`src/hw/rtl/ibst_pkg.sv`:
```
// Shared types and constants for the servo and telemetry responder.
`timescale 1ns / 1ps
package ibst_pkg;
    localparam int NUM_CHANNELS = 14;
    localparam int FRAME_BYTES = 32;
    localparam int NUM_SENSORS = 6;
    localparam logic [7:0] LEN_SERVO = 8'd32;
    localparam logic [7:0] LEN_TELEM = 8'd4;
    localparam logic [3:0] CMD_DISCOVER = 4'h8;
    localparam logic [3:0] CMD_TYPE = 4'h9;
    localparam logic [3:0] CMD_MEASURE = 4'ha;
    localparam logic [2:0] ADDR_COG = 3'd2;

    // Job codes passed from the front part to the back part.
    localparam logic [1:0] JOB_SERVO = 2'd0;
    localparam logic [1:0] JOB_DISC = 2'd1;
    localparam logic [1:0] JOB_TYPE = 2'd2;
    localparam logic [1:0] JOB_MEAS = 2'd3;

    typedef struct packed {
        logic [1:0]  job;
        logic [2:0]  addr;
        logic [31:0] value;
    } t_job;

    function automatic logic [7:0] type_id(input logic [2:0] a);
        logic [7:0] r;
        case (a)
            3'd1: r = 8'h08;
            3'd2: r = 8'h0a;
            3'd3: r = 8'h13;
            3'd4: r = 8'h14;
            3'd5: r = 8'h80;
            default: r = 8'h81;
        endcase
        return r;
    endfunction

    function automatic logic [2:0] value_size(input logic [2:0] a);
        return (a >= 3'd5) ? 3'd4 : 3'd2;
    endfunction
endpackage

```
`src/hw/rtl/ibst_front.sv`:
```
// Front part: frames link bytes, holds sensors and queues decoded jobs.
`timescale 1ns / 1ps
module ibst_front import ibst_pkg::*; (
    input  logic        i_clk,
    input  logic        i_rst_n,
    input  logic        i_push,
    output logic        o_full,
    input  logic        i_cmd,
    input  logic [7:0]  i_rx_byte,
    input  logic [2:0]  i_sensor_sel,
    input  logic [31:0] i_sensor_value,
    input  logic        i_sensor_ok,
    output logic        o_job_valid,
    output t_job        o_job,
    input  logic        i_job_take,
    input  logic [4:0]  i_rd_addr,
    output logic [7:0]  o_rd_data
);
    logic [7:0]  r_frame [FRAME_BYTES];
    logic [5:0]  r_count;
    logic [7:0]  r_head;
    logic [7:0]  r_query;
    logic [31:0] r_sens [NUM_SENSORS];
    logic [NUM_SENSORS-1:0] r_ok;
    t_job        r_q [2];
    logic        r_wp, r_rp;
    logic [1:0]  r_n;
    logic        r_servo_hold;
    logic        acc, job_push;
    t_job        new_job;
    logic [5:0]  n_count;
    logic [7:0]  head;
    logic [3:0]  addr4, cmdn;
    logic [2:0]  s;
    logic [31:0] v;
    logic        done;

    // A stored servo frame must stay until its job is drained.
    assign o_full = (r_n == 2'd2) || r_servo_hold;
    assign acc = i_push && !o_full;
    assign head = (r_count == 6'd0) ? i_rx_byte : r_head;
    assign n_count = r_count + 6'd1;
    assign done = (head == LEN_TELEM || head == LEN_SERVO) && ({2'b0, n_count} >= head);
    assign addr4 = r_query[3:0];
    assign cmdn = r_query[7:4];
    assign s = addr4[2:0] - 3'd1;

    always_comb begin
        v = r_ok[s] ? r_sens[s] : ((addr4[2:0] == ADDR_COG) ? 32'h0000ffff : 32'h0);
        new_job.addr = addr4[2:0];
        new_job.value = v;
        new_job.job = JOB_SERVO;
        job_push = 1'b0;
        if (acc && !i_cmd && done) begin
            if (head == LEN_SERVO) begin
                job_push = 1'b1;
            end else if (addr4 >= 4'd1 && addr4 <= 4'd6) begin
                job_push = (cmdn == CMD_DISCOVER) || (cmdn == CMD_TYPE)
                        || (cmdn == CMD_MEASURE);
                new_job.job = (cmdn == CMD_DISCOVER) ? JOB_DISC
                            : (cmdn == CMD_TYPE) ? JOB_TYPE : JOB_MEAS;
            end
        end
    end

    always_ff @(posedge i_clk) begin
        if (acc && !i_cmd) begin
            r_frame[r_count[4:0]] <= i_rx_byte;
        end
        if (acc && !i_cmd && r_count == 6'd0) begin
            r_head <= i_rx_byte;
        end
        if (acc && !i_cmd && r_count == 6'd1) begin
            r_query <= i_rx_byte;
        end
        if (acc && i_cmd && i_sensor_sel >= 3'd1 && i_sensor_sel <= 3'd6) begin
            r_sens[i_sensor_sel - 3'd1] <= i_sensor_value;
        end
        if (job_push) begin
            r_q[r_wp] <= new_job;
        end
        o_rd_data <= r_frame[i_rd_addr];
    end

    always_ff @(posedge i_clk) begin
        if (!i_rst_n) begin
            r_count <= '0;
            r_ok <= '0;
            r_wp <= 1'b0;
            r_rp <= 1'b0;
            r_n <= '0;
            r_servo_hold <= 1'b0;
        end else begin
            if (acc && i_cmd && i_sensor_sel >= 3'd1 && i_sensor_sel <= 3'd6) begin
                r_ok[i_sensor_sel - 3'd1] <= i_sensor_ok;
            end
            if (acc && !i_cmd) begin
                r_count <= (done || !(head == LEN_TELEM || head == LEN_SERVO)) ? 6'd0 : n_count;
            end
            if (job_push) begin
                r_wp <= !r_wp;
            end
            if (i_job_take) begin
                r_rp <= !r_rp;
            end
            r_n <= r_n + {1'b0, job_push} - {1'b0, i_job_take};
            if (job_push && new_job.job == JOB_SERVO) begin
                r_servo_hold <= 1'b1;
            end else if (i_job_take && r_q[r_rp].job == JOB_SERVO) begin
                r_servo_hold <= 1'b0;
            end
        end
    end

    assign o_job_valid = (r_n != 2'd0);
    assign o_job = r_q[r_rp];

    assert property (@(posedge i_clk) disable iff (!i_rst_n) r_n <= 2'd2)
        else $error("job queue overfilled");
    assert property (@(posedge i_clk) disable iff (!i_rst_n) i_job_take |-> o_job_valid)
        else $error("job taken from an empty queue");
    assert property (@(posedge i_clk) disable iff (!i_rst_n) r_servo_hold |-> o_full)
        else $error("input accepted while a servo frame is pending");
endmodule

```
`src/hw/rtl/ibst_back.sv`:
```
// Back part: turns jobs into servo words or reply bytes, one job at a time.
`timescale 1ns / 1ps
module ibst_back import ibst_pkg::*; (
    input  logic        i_clk,
    input  logic        i_rst_n,
    input  logic        i_job_valid,
    input  t_job        i_job,
    output logic        o_job_take,
    output logic [4:0]  o_rd_addr,
    input  logic [7:0]  i_rd_data,
    output logic        o_empty,
    input  logic        i_pop,
    output logic        o_kind,
    output logic [7:0]  o_tx_byte,
    output logic [3:0]  o_channel_index,
    output logic [15:0] o_channel_value,
    output logic        o_last
);
    localparam logic [1:0] ST_IDLE = 2'd0;
    localparam logic [1:0] ST_LO = 2'd1;
    localparam logic [1:0] ST_HI = 2'd2;
    localparam logic [1:0] ST_TX = 2'd3;

    logic [1:0]  r_st;
    logic [3:0]  r_idx;
    logic [2:0]  r_total;
    logic [7:0]  r_lo;
    logic [15:0] r_sum;
    logic        r_full;
    logic [7:0]  bytev [8];
    logic [7:0]  pay;
    logic [2:0]  plen;
    logic        slot;

    assign slot = !r_full || i_pop;
    assign o_empty = !r_full;
    assign o_job_take = i_job_valid && (r_st == ST_IDLE) && (i_job.job != JOB_SERVO)
                        ? 1'b0 : (r_st == ST_HI && slot && r_idx == 4'(NUM_CHANNELS - 1))
                        || (r_st == ST_TX && slot && r_idx[2:0] == r_total - 3'd1);
    // The read data is registered and arrives in the cycle after its address, so each address
    // is issued one state ahead; a stalled high-byte state keeps its address to hold the data.
    assign o_rd_addr = (r_st == ST_LO) ? 5'(2 * r_idx + 3)
                     : (r_st == ST_HI && slot) ? 5'(2 * r_idx + 4)
                     : (r_st == ST_HI) ? 5'(2 * r_idx + 3) : 5'd2;

    always_comb begin
        plen = (i_job.job == JOB_DISC) ? 3'd1 : (i_job.job == JOB_TYPE) ? 3'd3
             : 3'd1 + value_size(i_job.addr);
        bytev[0] = {5'd0, plen} + 8'd3;
        bytev[1] = {(i_job.job == JOB_DISC) ? CMD_DISCOVER : (i_job.job == JOB_TYPE)
                    ? CMD_TYPE : CMD_MEASURE, 1'b0, i_job.addr};
        bytev[2] = (i_job.job == JOB_TYPE) ? type_id(i_job.addr) : i_job.value[7:0];
        bytev[3] = (i_job.job == JOB_TYPE) ? {5'd0, value_size(i_job.addr)}
                                           : i_job.value[15:8];
        bytev[4] = i_job.value[23:16];
        bytev[5] = i_job.value[31:24];
        bytev[6] = 8'd0;
        bytev[7] = 8'd0;
        pay = 8'd0;
        if (r_idx[2:0] == r_total - 3'd2) begin
            pay = r_sum[7:0];
        end else if (r_idx[2:0] == r_total - 3'd1) begin
            pay = r_sum[15:8];
        end else begin
            pay = bytev[r_idx[2:0]];
        end
    end

    always_ff @(posedge i_clk) begin
        if (!i_rst_n) begin
            r_st <= ST_IDLE;
            r_full <= 1'b0;
            r_idx <= '0;
        end else begin
            if (i_pop && r_full) begin
                r_full <= 1'b0;
            end
            unique case (r_st)
                ST_IDLE: begin
                    r_idx <= '0;
                    if (i_job_valid) begin
                        r_st <= (i_job.job == JOB_SERVO) ? ST_LO : ST_TX;
                        r_total <= plen + 3'd3;
                        r_sum <= 16'hffff - {13'd0, plen} - 16'd3;
                    end
                end
                ST_LO: begin
                    r_st <= ST_HI;
                end
                ST_HI: begin
                    r_lo <= r_lo;
                    if (slot) begin
                        r_full <= 1'b1;
                        o_kind <= 1'b1;
                        o_tx_byte <= 8'd0;
                        o_channel_index <= r_idx;
                        o_channel_value <= {i_rd_data, r_lo};
                        o_last <= (r_idx == 4'(NUM_CHANNELS - 1));
                        r_idx <= r_idx + 4'd1;
                        r_st <= (r_idx == 4'(NUM_CHANNELS - 1)) ? ST_IDLE : ST_LO;
                    end
                end
                ST_TX: begin
                    if (slot) begin
                        r_full <= 1'b1;
                        o_kind <= 1'b0;
                        o_tx_byte <= pay;
                        o_channel_index <= 4'd0;
                        o_channel_value <= 16'd0;
                        o_last <= (r_idx[2:0] == r_total - 3'd1);
                        if (r_idx != 4'd0 && r_idx[2:0] < r_total - 3'd2) begin
                            r_sum <= r_sum - {8'd0, pay};
                        end
                        r_idx <= r_idx + 4'd1;
                        if (r_idx[2:0] == r_total - 3'd1) begin
                            r_st <= ST_IDLE;
                        end
                    end
                end
                default: r_st <= ST_IDLE;
            endcase
        end
        if (r_st == ST_LO) begin
            r_lo <= i_rd_data;
        end
    end

    // An eight-byte reply wraps the three-bit total to zero.
    assert property (@(posedge i_clk) disable iff (!i_rst_n)
        (r_st == ST_TX) |-> (r_total >= 3'd4 || r_total == 3'd0))
        else $error("reply shorter than four bytes");
    assert property (@(posedge i_clk) disable iff (!i_rst_n)
        (r_st == ST_HI) |-> (r_idx < 4'(NUM_CHANNELS)))
        else $error("servo channel index out of range");
    assert property (@(posedge i_clk) disable iff (!i_rst_n)
        o_job_take |-> (r_st == ST_HI || r_st == ST_TX))
        else $error("job released while idle");
endmodule

```
`src/hw/rtl/ibus_servo_telemetry_responder_unit.sv`:
```
// Top level of the servo and telemetry responder.
//   channel  | direction | handshake
//   input    | in        | i_push / o_full
//   result   | out       | o_empty / i_pop
// A link byte or sensor update is taken while o_full is low; a servo frame gives 14 words,
// each read from frame memory as a low then a high byte, and a reply 4 to 8 bytes at one
// per cycle while results are popped. While a servo frame waits to be sent, input is held
// off. Reset is synchronous and clears framing, sensor flags and the job queue.
`timescale 1ns / 1ps
module ibus_servo_telemetry_responder_unit import ibst_pkg::*; (
    input  logic        i_clk,
    input  logic        i_rst_n,
    input  logic        i_push,
    output logic        o_full,
    input  logic        i_cmd,
    input  logic [7:0]  i_rx_byte,
    input  logic [2:0]  i_sensor_sel,
    input  logic [31:0] i_sensor_value,
    input  logic        i_sensor_ok,
    output logic        o_empty,
    input  logic        i_pop,
    output logic        o_kind,
    output logic [7:0]  o_tx_byte,
    output logic [3:0]  o_channel_index,
    output logic [15:0] o_channel_value,
    output logic        o_last
);
    logic       job_valid, job_take;
    t_job       job;
    logic [4:0] rd_addr;
    logic [7:0] rd_data;

    ibst_front u_front (
        .i_clk, .i_rst_n, .i_push, .o_full, .i_cmd, .i_rx_byte, .i_sensor_sel,
        .i_sensor_value, .i_sensor_ok, .o_job_valid(job_valid), .o_job(job),
        .i_job_take(job_take), .i_rd_addr(rd_addr), .o_rd_data(rd_data)
    );

    ibst_back u_back (
        .i_clk, .i_rst_n, .i_job_valid(job_valid), .i_job(job), .o_job_take(job_take),
        .o_rd_addr(rd_addr), .i_rd_data(rd_data), .o_empty, .i_pop, .o_kind,
        .o_tx_byte, .o_channel_index, .o_channel_value, .o_last
    );
endmodule
```
`config.mk`:
```
export PLATFORM = sky130hd
export DESIGN_NAME = ibus_servo_telemetry_responder_unit
export DESIGN_NICKNAME = d
export VERILOG_FILES = /design/src/hw/rtl/ibst_pkg.sv /design/src/hw/rtl/ibst_front.sv /design/src/hw/rtl/ibst_back.sv /design/src/hw/rtl/ibus_servo_telemetry_responder_unit.sv
export SDC_FILE = /design/constraint.sdc
export NUM_CORES = 1
export LEC_CHECK = 0
export BUFFER_PORTS_ARGS = -buffer_cell sky130_fd_sc_hd__buf_2
export CORE_UTILIZATION = 50
export CTS_CLUSTER_DIAMETER = 200
export DETAILED_ROUTE_END_ITERATION = 10
export GPL_TIMING_DRIVEN = 0
export PLACE_DENSITY = 0.74
export SLEW_MARGIN = 5
export SYNTH_ARGS = -nofsm -noshare
export SYNTH_HDL_FRONTEND = slang
export SYNTH_SLANG_ARGS = --single-unit
```
`constraint.sdc`:
```
create_clock -name i_clk -period 5.2 [get_ports i_clk]
set_input_delay 0.26 -clock i_clk [delete_from_list [all_inputs] [get_ports i_clk]]
set_output_delay 0.26 -clock i_clk [all_outputs]
set_load 0.005 [all_outputs]
```
==> key figures, run 1 <==
Routing
  • DR vias/cell: 5.970
  • Antenna viol nets, final: 0
  • Wire per inst: 22.45 um
  • Routed wire length: 57.76 mm
  • Pre-antenna DRT Iters: 9
  • Initial DRC count: 1654
  • # DRC: 0
  • Total vias in the final route: approximately 15000

Clocking
  • Root buffer cell: clkbuf_16
  • Max Buffers Root-to-Sink: 3
  • Clock insertion delay at the later pin of the skew report: about 0.65 ns
  • Htree depth: 2
  • CTS tree: yes
  • Clock slew at reported path FFs: 0.07 ns
  • Sink Count: 627
  • Num CTS Buffers: 61

Run
  • Max-cap viol count: 0

Setup path
  • Worst setup EP type: flip-flop
  • CP max stage cell: mux4_2
  • CP bufs+invs: 6
  • CP Max Fanout: 10
  • Startpoint types: flip-flop
  • CP cell instances: clkbuf_1, buf_2, buf_2, buf_2, inv_1, ha_1, xnor2_1, mux4_2, a21oi_1, clkbuf_1, o21ai_0
  • Crit path arrival time: 5.20 ns
  • CP delay by family, top: buffers and inverters
  • Worst endpoint required time: 5.51 ns
  • Worst path most repeated cell: buf_2
  • CP peak stage delay: 0.58 ns
  • CP Class: flip-flop to flip-flop

Layout
  • Commonest non-fill, non-tap cell in the layout: edfxtp_1
  • Multi-input combinational cell area: 6636 sq um
  • Layout Nets: 1939
  • N_diodes: 0
  • Commonest non-fill, non-tap cells in the layout: edfxtp_1 (594), nand2_1 (110), nor2_1 (107)
  • FF/Latch Area: 18500 sq um
  • Area growth syn-to-layout: 15.28%
  • Share of post-route cells with drive strength above 1: 15.31%
  • Final Non-Filler Cells: 2573
  • Fill count: 3788

Yosys
  • Syn_nets: 1751
  • Post-synth ARST share: 0%
  • Cells after Synth: 1665
  • Cell variety after synth: 62
  • Avg Cell Area, Syn: 15.34 sq um
  • Sequential area share after synthesis: between 70 and 80%
  • Post-synth EDFFs: approximately 590
  • Top FF cell, synth: edfxtp_1
  • Netlist Area Pre-Place: around 26000 sq um
  • Number of synthesis warnings: 0
  • Yosys reg bits: between 600 and 700

Power
  • PwrDens: 348.4 nW/um^2
  • Pwr Total: roughly 10 mW
  • Worst vdd ir: 0.0003364 V
  • Leak: between 9 and 10 nW

Die
  • # IOs: 81
  • Std-Cell Rows: 82
  • Die area: 51970 sq um
  • DIE HEIGHT: 228.0 um
  • Starting density of the core: between 50% and 60%
  • Die Wd: 228.0 um
  • Core area: 50270 sq um

STA
  • Hold Worst Slack: 0.2118 ns
  • RSZ-0062 raised after global routing: false
  • Final Skew: 0.06188 ns
  • F_max: 204.3 MHz
  • Fin crit period: 4.894 ns
  • Setup violators final: 0
  • Fin. Hold Viols: 0
  • Worst slew pin tran: approximately 1.1 ns
  • Count of pins over their slew limit: 0
  • Worst slew margin: 23.46%
  • Final Cycle Share: 94.11%

Worst hold path
  • Hold Crit Class: primary input to flip-flop

Place
  • Routability congestion estimate from global placement: 0.9018
  • PortBufs: 79
  • DP Cell Count: 2429
  • Post-DP HPWL: ~38 mm

GRT
  • Initial antenna violation count: 2
  • Gr usage total: 22.11%
  • Global route total overflow: 0
  • Largest net degree at the start of global routing: 38
  • First-pass GRT wire length: roughly 90 mm
  • Number of global-route vias before repair: 15290

Run status
  • Status: finished clean
path summary, 6_finish.rpt:
path | cells past startpoint | from | slack, ns | to
worst max-delay path | 11 | u_front.r_query[0] | 0.31 | u_front.r_q[0][15]
worst min-delay path | 4 | i_pop | 0.21 | u_back.r_full
worst max register to register | 11 | u_front.r_query[0] | 0.31 | u_front.r_q[0][15]
worst min register to register | 0 | u_front.o_rd_data[2] | 0.42 | u_back.r_lo[2]
routing by layer:
metal  global-route usage, %  share of wire [%]
met5                       0              0.023
met1                   30.16                 41
met2                   35.92                 48
met3                   3.988                7.9
met4                   7.655                3.0
power by group:
| part | switching (mW) | internal [mW] |
|---|---|---|
| clock network | 1.91 | 2.61 |
| logic | 0.117 | 0.0563 |
| registers | 0.0104 | 5.55 |
per-stage QoR:
step	setup WS (ns)	utilization [%]	instance area (sq um)	setup TNS (ns)
after floorplan	0.7961	-	25530	0
after global placement	-0.7354	53.25	26770	-44.59
after detailed placement	0.04356	53.73	27010	0
after CTS	0.009074	58.49	29400	0
after global routing	0.05430	58.55	29440	0
final	0.3063	58.55	29440	0
cell families after synthesis:
group                    share of synthesized area [%]
flip-flops                                       72.45
AND/OR/NAND/NOR                                  7.811
AO/OA/AOI/OAI                                    7.576
multiplexers                                     7.654
buffers and inverters                            1.847
adder cells (fa/ha/maj)                          1.843
XOR/XNOR                                        0.8232
flip-flops by register name (all words and copies together) (netlist names), named ones only:
signal,cells
u_back.o_channel_index,4
u_front.o_rd_data,8
u_back.r_total,2
u_back.r_full,1
u_front.r_servo_hold,1
u_back.r_sum,16
u_front.r_wp,1
u_front.r_n,2
u_front.r_sens,192
u_back.r_lo,8
u_back.r_st,2
u_back.o_kind,1
u_back.o_tx_byte,8
u_front.r_head,8
u_front.r_rp,1
u_front.r_count,6
u_front.r_query,8
u_back.r_idx,4
u_front.r_q,74
u_back.o_last,1
u_back.o_channel_value,16
u_front.r_ok,6
u_front.r_frame,256
Yosys cell counts (9+ instances only):
| cell type | n | area (sq um) |
|---|---|---|
| a211oi_1 | 20 | 150.1 |
| a21oi_1 | 52 | 260.3 |
| a31oi_1 | 15 | 93.84 |
| and2_1 | 28 | 175.2 |
| buf_1 | 9 | 33.78 |
| buf_2 | 17 | 85.08 |
| clkbuf_1 | 66 | 247.7 |
| dfxtp_1 | 33 | 660.6 |
| edfxtp_1 | 594 | 17840 |
| ha_1 | 36 | 450.4 |
| inv_1 | 25 | 93.84 |
| mux2_2 | 22 | 247.7 |
| mux2i_1 | 70 | 700.7 |
| mux4_2 | 44 | 991.0 |
| nand2_1 | 110 | 412.9 |
| nand2b_1 | 11 | 68.82 |
| nand3_1 | 54 | 270.3 |
| nor2_1 | 111 | 416.7 |
| nor2b_1 | 23 | 143.9 |
| nor3_1 | 38 | 190.2 |
| nor4_1 | 12 | 75.07 |
| o21ai_0 | 80 | 400.4 |
| o221ai_1 | 16 | 140.1 |
| o22ai_1 | 67 | 419.2 |
| o32ai_1 | 9 | 78.83 |
| xnor2_1 | 11 | 96.34 |
| xor2_1 | 13 | 113.9 |
area by class of cell:
type	instances	share of cell area (%)
Sequential cell	627	62.84
Multi-Input combinational cell	920	22.55
Clock buffer	69	5.288
Timing Repair Buffer	125	3.120
Tap cell	672	2.856
Clock inverter	42	1.722
Buffer	93	1.309
Inverter	25	0.3188
repair_timing:
| item | in CTS | in global routing |
|---|---|---|
| hold buffers | 33 | 0 |
| endpoints found under the hold margin | 198 | 0 |
| gates resized for setup | 0 | 11 |
| buffers inserted | 0 | 0 |
| setup endpoints to repair | 0 | 8 |
tightest hold or removal path, delay by kind of cell:
family          cells  cell delay (ns)
buf+inv             2             0.29
compound gates      1             0.20
simple gates        1             0.05
Note: power is estimated with default switching activity, not from simulation.
==> run 2: changes to the inputs <==
--- a/config.mk
+++ b/config.mk
@@ -6,11 +6,11 @@
 export NUM_CORES = 1
 export LEC_CHECK = 0
 export BUFFER_PORTS_ARGS = -buffer_cell sky130_fd_sc_hd__buf_2
-export CORE_UTILIZATION = 50
+export CORE_UTILIZATION = 62
 export CTS_CLUSTER_DIAMETER = 200
 export DETAILED_ROUTE_END_ITERATION = 10
 export GPL_TIMING_DRIVEN = 0
-export PLACE_DENSITY = 0.74
+export PLACE_DENSITY = 0.88
 export SLEW_MARGIN = 5
 export SYNTH_ARGS = -nofsm -noshare
 export SYNTH_HDL_FRONTEND = slang
==> key figures, run 2 (synthesis gave the netlist of run 1 again) <==
Run status
  • Status: finished clean (unchanged)

Setup path
  • RR Endpoint: u_back.r_sum[8] (was u_front.r_q[0][15])
  • Worst endpoint required time: 5.55 ns (was 5.51 ns)
  • Worst r2r path cells: 18 (was 11)
  • Crit path arrival time: 5.31 ns (was 5.20 ns)
  • CP Max Fanout: 10 (unchanged)
  • CP Class: flip-flop to flip-flop (unchanged)
  • Worst setup EP type: flip-flop (unchanged)
  • R2r setup slk: 0.24 ns (was 0.31 ns)
  • Startpoint types: flip-flop (unchanged)

Die
  • Die area: 42000 sq um (was 51970 sq um)
  • Std-Cell Rows: 73 (was 82)
  • # IOs: 81 (unchanged)
  • Starting density of the core: 63.53% (was 50.79%)
  • DIE HEIGHT: 204.9 um (was 228.0 um)
  • Die Wd: 204.9 um (was 228.0 um)
  • Core area: 40190 sq um (was 50270 sq um)

GRT
  • Initial antenna violation count: 0 (was 2)
  • Gr usage total: 29.88% (was 22.11%)
  • Global route total overflow: 0 (unchanged)
  • Largest net degree at the start of global routing: 38 (unchanged)
  • Number of global-route vias before repair: 16030 (was 15290)
  • First-pass GRT wire length: 93.41 mm (was 88.93 mm)

Routing
  • DR vias/cell: 6.668 (was 5.970)
  • Pre-antenna DRT Iters: 8 (was 9)
  • # DRC: 0 (unchanged)
  • Initial DRC count: 2468 (was 1654)
  • Routed wire length: 61.62 mm (was 57.76 mm)
  • Wire per inst: 25.38 um (was 22.45 um)
  • Total vias in the final route: 16190 (was 15360)
  • Antenna viol nets, final: 0 (unchanged)

STA
  • Worst setup margin: 0.2436 ns (was 0.3063 ns)
  • Worst slew pin tran: 1.123 ns (was 1.139 ns)
  • Fin crit period: 4.956 ns (was 4.894 ns)
  • Setup TNS: 0 ns (unchanged)
  • Final Skew: 0.02367 ns (was 0.06188 ns)
  • Setup violators final: 0 (unchanged)
  • Fin. Hold Viols: 0 (unchanged)
  • Final Cycle Share: 95.32% (was 94.11%)
  • Hold Worst Slack: 0.2235 ns (was 0.2118 ns)
  • Count of pins over their slew limit: 0 (unchanged)
  • Worst slew margin: 24.54% (was 23.46%)
  • F_max: 201.8 MHz (was 204.3 MHz)

Clocking
  • Htree depth: 2 (unchanged)
  • CTS tree: yes (unchanged)
  • Clock insertion delay at the later pin of the skew report: 0.63 ns (was 0.65 ns)
  • Root buffer cell: clkbuf_16 (unchanged)
  • Sink Count: 627 (unchanged)
  • Clock slew at reported path FFs: 0.07 ns (about the same)
  • Max Buffers Root-to-Sink: 3 (unchanged)
  • Num CTS Buffers: 59 (was 61)

Layout
  • Max FFs per register: 256 (unchanged)
  • Final Non-Filler Cells: 2428 (was 2573)
  • Commonest non-fill, non-tap cells in the layout: edfxtp_1 (594), nand2_1 (110), nor2_1 (107) (unchanged)
  • Layout Nets: 1939 (unchanged)
  • Share of post-route cells with drive strength above 1: 15.19% (was 15.31%)
  • N_diodes: 0 (unchanged)
  • Area growth syn-to-layout: 14.07% (was 15.28%)
  • Commonest non-fill, non-tap cell in the layout: edfxtp_1 (unchanged)

Worst hold path
  • Worst Hold Depth: 4 (unchanged)
  • Hold Startpoint: i_pop (unchanged)
  • Hold Crit Class: primary input to flip-flop (unchanged)
  • Worst hold endpoint: u_back.r_full (unchanged)

Place
  • Post-DP HPWL: 37.76 mm (was 37.65 mm)
  • PortBufs: 79 (unchanged)
  • DP Cell Count: 2284 (was 2429)
  • Routability congestion estimate from global placement: 0.9261 (was 0.9018)
  • Pre-CTS setup slack: 0.09618 ns (was 0.04356 ns)

Power
  • PwrDens: 344.7 nW/um^2 (was 348.4 nW/um^2)
  • Leak: 9.608 nW (was 9.661 nW)
  • Worst vdd ir: 0.0003568 V (was 0.0003364 V)

Run
  • Max-cap viol count: 0 (unchanged)
## run 2: cell type report
cell class / instances / area [sq um]
flip-flops and latches: 627 / 18500
clock inverters: 40 / 401.6
inverters: 25 / 93.84
plain buffers: 93 / 382.9
fillers: 2282 / 11060
multi-input cells: 920 / 6646
repair buffers: 127 / 925.9
well taps: 525 / 656.9
clock buffers: 71 / 1521
## run 2: worst max-delay path, stage by stage (launching register included)
cell      delay, ns
dfxtp_1        0.42
clkbuf_4       0.29
clkbuf_4       0.30
mux2i_2        0.39
ha_1           0.27
clkbuf_1       0.36
o21ai_0        0.16
o211ai_1       0.13
o31ai_1        0.11
a21o_1         0.26
ha_1           0.26
fa_1           0.48
nor2b_1        0.12
o21ai_0        0.11
a21boi_0       0.24
o21ai_0        0.19
a21oi_2        0.36
or3_1          0.16
nand3_1        0.08
## run 2: through the flow
stage,area (sq um),utilization (%),total power [mW]
floorplan,25530,-,5.709
global placement,26590,66.15,5.792
detailed placement,26830,66.77,5.814
CTS,29090,72.38,10.04
global route,29130,72.48,10.22
finish,29130,72.48,10.04
## run 2: how the worst max path moves through the flow
stage | startpoint | endpoint | slack, ns | depth (start not counted)
after floorplan | u_front.r_count[2] | u_front.r_q[0][0] | 0.80 | 11
after global placement | u_front.r_n[0] | u_front.r_ok[2] | -0.53 | 7
after detailed placement | flip-flop | u_back.r_sum[8] | 0.1 | 18
after CTS | flip-flop | u_back.r_sum[8] | 0.08 | 20
after global routing | flip-flop | u_back.r_sum[8] | -0.04 | 18
final | flip-flop | u_back.r_sum[8] | 0.24 | 18
## run 2: metal layers
layer  part of all wire (%)  vias to the layer above  global-route usage [%]
li1                       -                     6856                       -
met1                     36                     7850                   38.32
met2                     49                     1244                   50.29
met3                     11                      240                   5.313
met4                    4.6                        0                   12.91
met5                      0                        -                       0
## run 2: repair_timing
item | CTS | global route
pin swaps | 0 | 0
buffers inserted | 0 | 0
endpoints found under the hold margin | 193 | 0
hold buffers | 33 | 0
gates cloned | 0 | 0
resized for setup | 1 | 8
setup endpoints to repair | 1 | 9
## run 2: where the power goes
group / total, mW / switching, mW / internal (mW)
clock: 4.30 / 1.86 / 2.44
combinational: 0.175 / 0.119 / 0.0562
sequential: 5.56 / 0.0146 / 5.55
total: 10.0 / 1.99 / 8.04
==> run 3: changes to the inputs <==
--- a/config.mk
+++ b/config.mk
@@ -6,11 +6,11 @@
 export NUM_CORES = 1
 export LEC_CHECK = 0
 export BUFFER_PORTS_ARGS = -buffer_cell sky130_fd_sc_hd__buf_2
-export CORE_UTILIZATION = 62
+export CORE_UTILIZATION = 25
 export CTS_CLUSTER_DIAMETER = 200
 export DETAILED_ROUTE_END_ITERATION = 10
 export GPL_TIMING_DRIVEN = 0
-export PLACE_DENSITY = 0.88
+export PLACE_DENSITY = 0.47
 export SLEW_MARGIN = 5
 export SYNTH_ARGS = -nofsm -noshare
 export SYNTH_HDL_FRONTEND = slang
==> key figures, run 3 (synthesis gave the netlist of run 1 again) <==
Setup path
  • Worst endpoint required time: 5.67 ns (was 5.55 ns)
  • R2r setup slk: 0.41 ns (was 0.24 ns)
  • Crit path arrival time: 5.26 ns (was 5.31 ns)
  • CP Class: flip-flop to flip-flop (unchanged)
  • Worst setup EP type: flip-flop (unchanged)
  • CP Max Fanout: 10 (unchanged)
  • Reg-to-Reg Start: u_back.r_idx[0]
  • Worst r2r path cells: 14 (was 18)
  • RR Endpoint: u_back.r_sum[12] (was u_back.r_sum[8])
  • Startpoint types: flip-flop (unchanged)

STA
  • Count of pins over their slew limit: 0 (unchanged)
  • F_max: 209.0 MHz (was 201.8 MHz)
  • Setup violators final: 0 (unchanged)
  • Worst slew pin tran: 1.351 ns (was 1.123 ns)
  • Worst setup margin: 0.4147 ns (was 0.2436 ns)
  • Fin. Hold Viols: 0 (unchanged)
  • Final Cycle Share: 92.02% (was 95.32%)
  • Hold Worst Slack: 0.2348 ns (was 0.2235 ns)
  • Worst slew margin: 9.217% (was 24.54%)
  • Final Skew: 0.02495 ns (was 0.02367 ns)
  • Fin crit period: 4.785 ns (was 4.956 ns)
  • RSZ-0062 raised after global routing: false

Routing
  • Wire per inst: 19.17 um (was 25.38 um)
  • Antenna viol nets, final: 0 (unchanged)
  • DR vias/cell: 4.518 (was 6.668)
  • # DRC: 0 (unchanged)
  • Pre-antenna DRT Iters: 5 (was 8)
  • Initial DRC count: 1058 (was 2468)
  • Total vias in the final route: 14820 (was 16190)
  • Routed wire length: 62.89 mm (was 61.62 mm)

Clocking
  • Max Buffers Root-to-Sink: 3 (unchanged)
  • Num CTS Buffers: 70 (was 59)
  • Root buffer cell: clkbuf_16 (unchanged)
  • Htree depth: 3 (was 2)
  • Clock insertion delay at the later pin of the skew report: 0.62 ns (was 0.63 ns)
  • Clock slew at reported path FFs: 0.06 ns (was 0.07 ns)
  • Sink Count: 627 (unchanged)
  • CTS tree: yes (unchanged)

Layout
  • N_diodes: 0 (unchanged)
  • Area growth syn-to-layout: 20.17% (was 14.07%)
  • Max FFs per register: 256 (unchanged)
  • Share of post-route cells with drive strength above 1: 16.53% (was 15.19%)
  • Layout Nets: 1955 (was 1939)
  • Design Area, Final: 30680 sq um (was 29130 sq um)
  • Commonest non-fill, non-tap cell in the layout: edfxtp_1 (unchanged)
  • Fill count: 9910 (was 2282)
  • Final Non-Filler Cells: 3281 (was 2428)
  • Commonest non-fill, non-tap cells in the layout: edfxtp_1 (594), nand2_1 (110), nor2_1 (107) (unchanged)

Power
  • Logic pwr share: 1.6% (was 1.7%)
  • Seq pwr share: 51.5% (was 55.4%)
  • P_int: 8.597 mW (was 8.044 mW)
  • Leak: 9.855 nW (was 9.608 nW)
  • Pwr Total: 10.79 mW (was 10.04 mW)
  • Switching share of power: 20.31% (was 19.87%)
  • PwrDens: 351.6 nW/um^2 (was 344.7 nW/um^2)
  • Switch Pwr: 2.191 mW (was 1.995 mW)
  • Clock power frac: 46.9% (was 42.9%)
  • Worst vdd ir: 0.0001918 V (was 0.0003568 V)

Die
  • Std-Cell Rows: 116 (was 73)
  • DIE HEIGHT: 321.6 um (was 204.9 um)
  • # IOs: 81 (unchanged)
  • Starting density of the core: 25.39% (was 63.53%)
  • Die area: 103400 sq um (was 42000 sq um)
  • Core area: 100600 sq um (was 40190 sq um)
  • Die Wd: 321.6 um (was 204.9 um)

Place
  • DP Area: 27910 sq um (was 26830 sq um)
  • DP Cell Count: 3119 (was 2284)
  • Post-DP HPWL: 43.23 mm (was 37.76 mm)
  • PortBufs: 79 (unchanged)
  • Pre-CTS setup slack: -0.1861 ns (was 0.09618 ns)
  • Routability congestion estimate from global placement: 0.7871 (was 0.9261)

Worst hold path
  • Worst Hold Depth: 4 (unchanged)
  • Hold Startpoint: i_pop (unchanged)
  • Hold Crit Class: primary input to flip-flop (unchanged)
  • Worst hold endpoint: u_back.r_full (unchanged)

GRT
  • Gr usage total: 12.14% (was 29.88%)
  • Number of global-route vias before repair: 14950 (was 16030)
  • Largest net degree at the start of global routing: 38 (unchanged)
  • Global route total overflow: 0 (unchanged)
  • Initial antenna violation count: 3 (was 0)
  • First-pass GRT wire length: 95.01 mm (was 93.41 mm)

Run status
  • Status: finished clean (unchanged)

Run
  • Max-cap viol count: 0 (unchanged)
run 3: per-layer routing:
metal  GRT usage [%]  part of all wire, %
met1           16.63                   46
met2           19.61                   47
met3           2.119                  5.0
met4           3.481                  1.9
met5               0                0.049
run 3: worst max path at each step:
| stage | startpoint | end | slack (ns) |
|---|---|---|---|
| 4_1_cts | flip-flop | u_back.r_sum[14] | 0.05 |
| 3_3_place_gp | u_front.r_n[0] | u_front.r_ok[3] | -1.25 |
| 2_1_floorplan | u_front.r_count[2] | u_front.r_q[0][0] | 0.80 |
| 6_report | u_back.r_idx[0] | u_back.r_sum[12] | 0.41 |
| 3_5_place_dp | flip-flop | u_back.r_sum[14] | -0.19 |
| 5_1_grt | u_front.r_query[0] | u_front.r_q[0][15] | 0.08 |
run 3: worst max-delay path, cell delays in order (launching register included):
cell      delay [ns]
dfxtp_1         0.36
clkbuf_1        0.44
clkbuf_1        0.61
buf_1           0.57
mux2i_1         0.35
o22ai_1         0.14
a21oi_2         0.28
ha_1            0.31
nor2b_1         0.14
o21ai_0         0.22
a21boi_0        0.16
o21ai_0         0.29
a21oi_2         0.17
or4_1           0.49
nand3_1         0.09
run 3: timing repair:
action / CTS / global route
resized for setup: 2 / 12
buffers inserted: 0 / 2
setup endpoints to repair: 8 / 51
hold buffers: 33 / 0
gates cloned: 0 / 0
pin swaps: 0 / 1
endpoints found under the hold margin: 198 / 0
run 3: stage by stage:
step / TNS (ns) / util [%]
after floorplan: 0 / -
after global placement: -82.95 / 27.47
after detailed placement: -0.6876 / 27.75
after CTS: 0 / 30.46
after global routing: 0 / 30.51
final: 0 / 30.51
run 3: cell type report:
type | count | area, sq um | share of cell area (%)
well taps | 1357 | 1698 | 5.533
plain buffers | 93 | 385.4 | 1.256
inverters | 25 | 93.84 | 0.3058
clock inverters | 45 | 565.5 | 1.843
clock buffers | 82 | 1817 | 5.921
flip-flops and latches | 627 | 18500 | 60.28
multi-input cells | 920 | 6651 | 21.68
repair buffers | 132 | 975.9 | 3.181
run 3: power by group through the flow:
| stage | clock [mW] | combinational, mW | sequential (mW) |
|---|---|---|---|
| 2_1_floorplan | 0 | 0.0466 | 5.66 |
| 3_3_place_gp | 0 | 0.144 | 5.66 |
| 3_5_place_dp | 0 | 0.159 | 5.66 |
| 4_1_cts | 5.18 | 0.181 | 5.56 |
| 5_1_grt | 5.39 | 0.193 | 5.56 |
| 6_report | 5.06 | 0.175 | 5.56 |
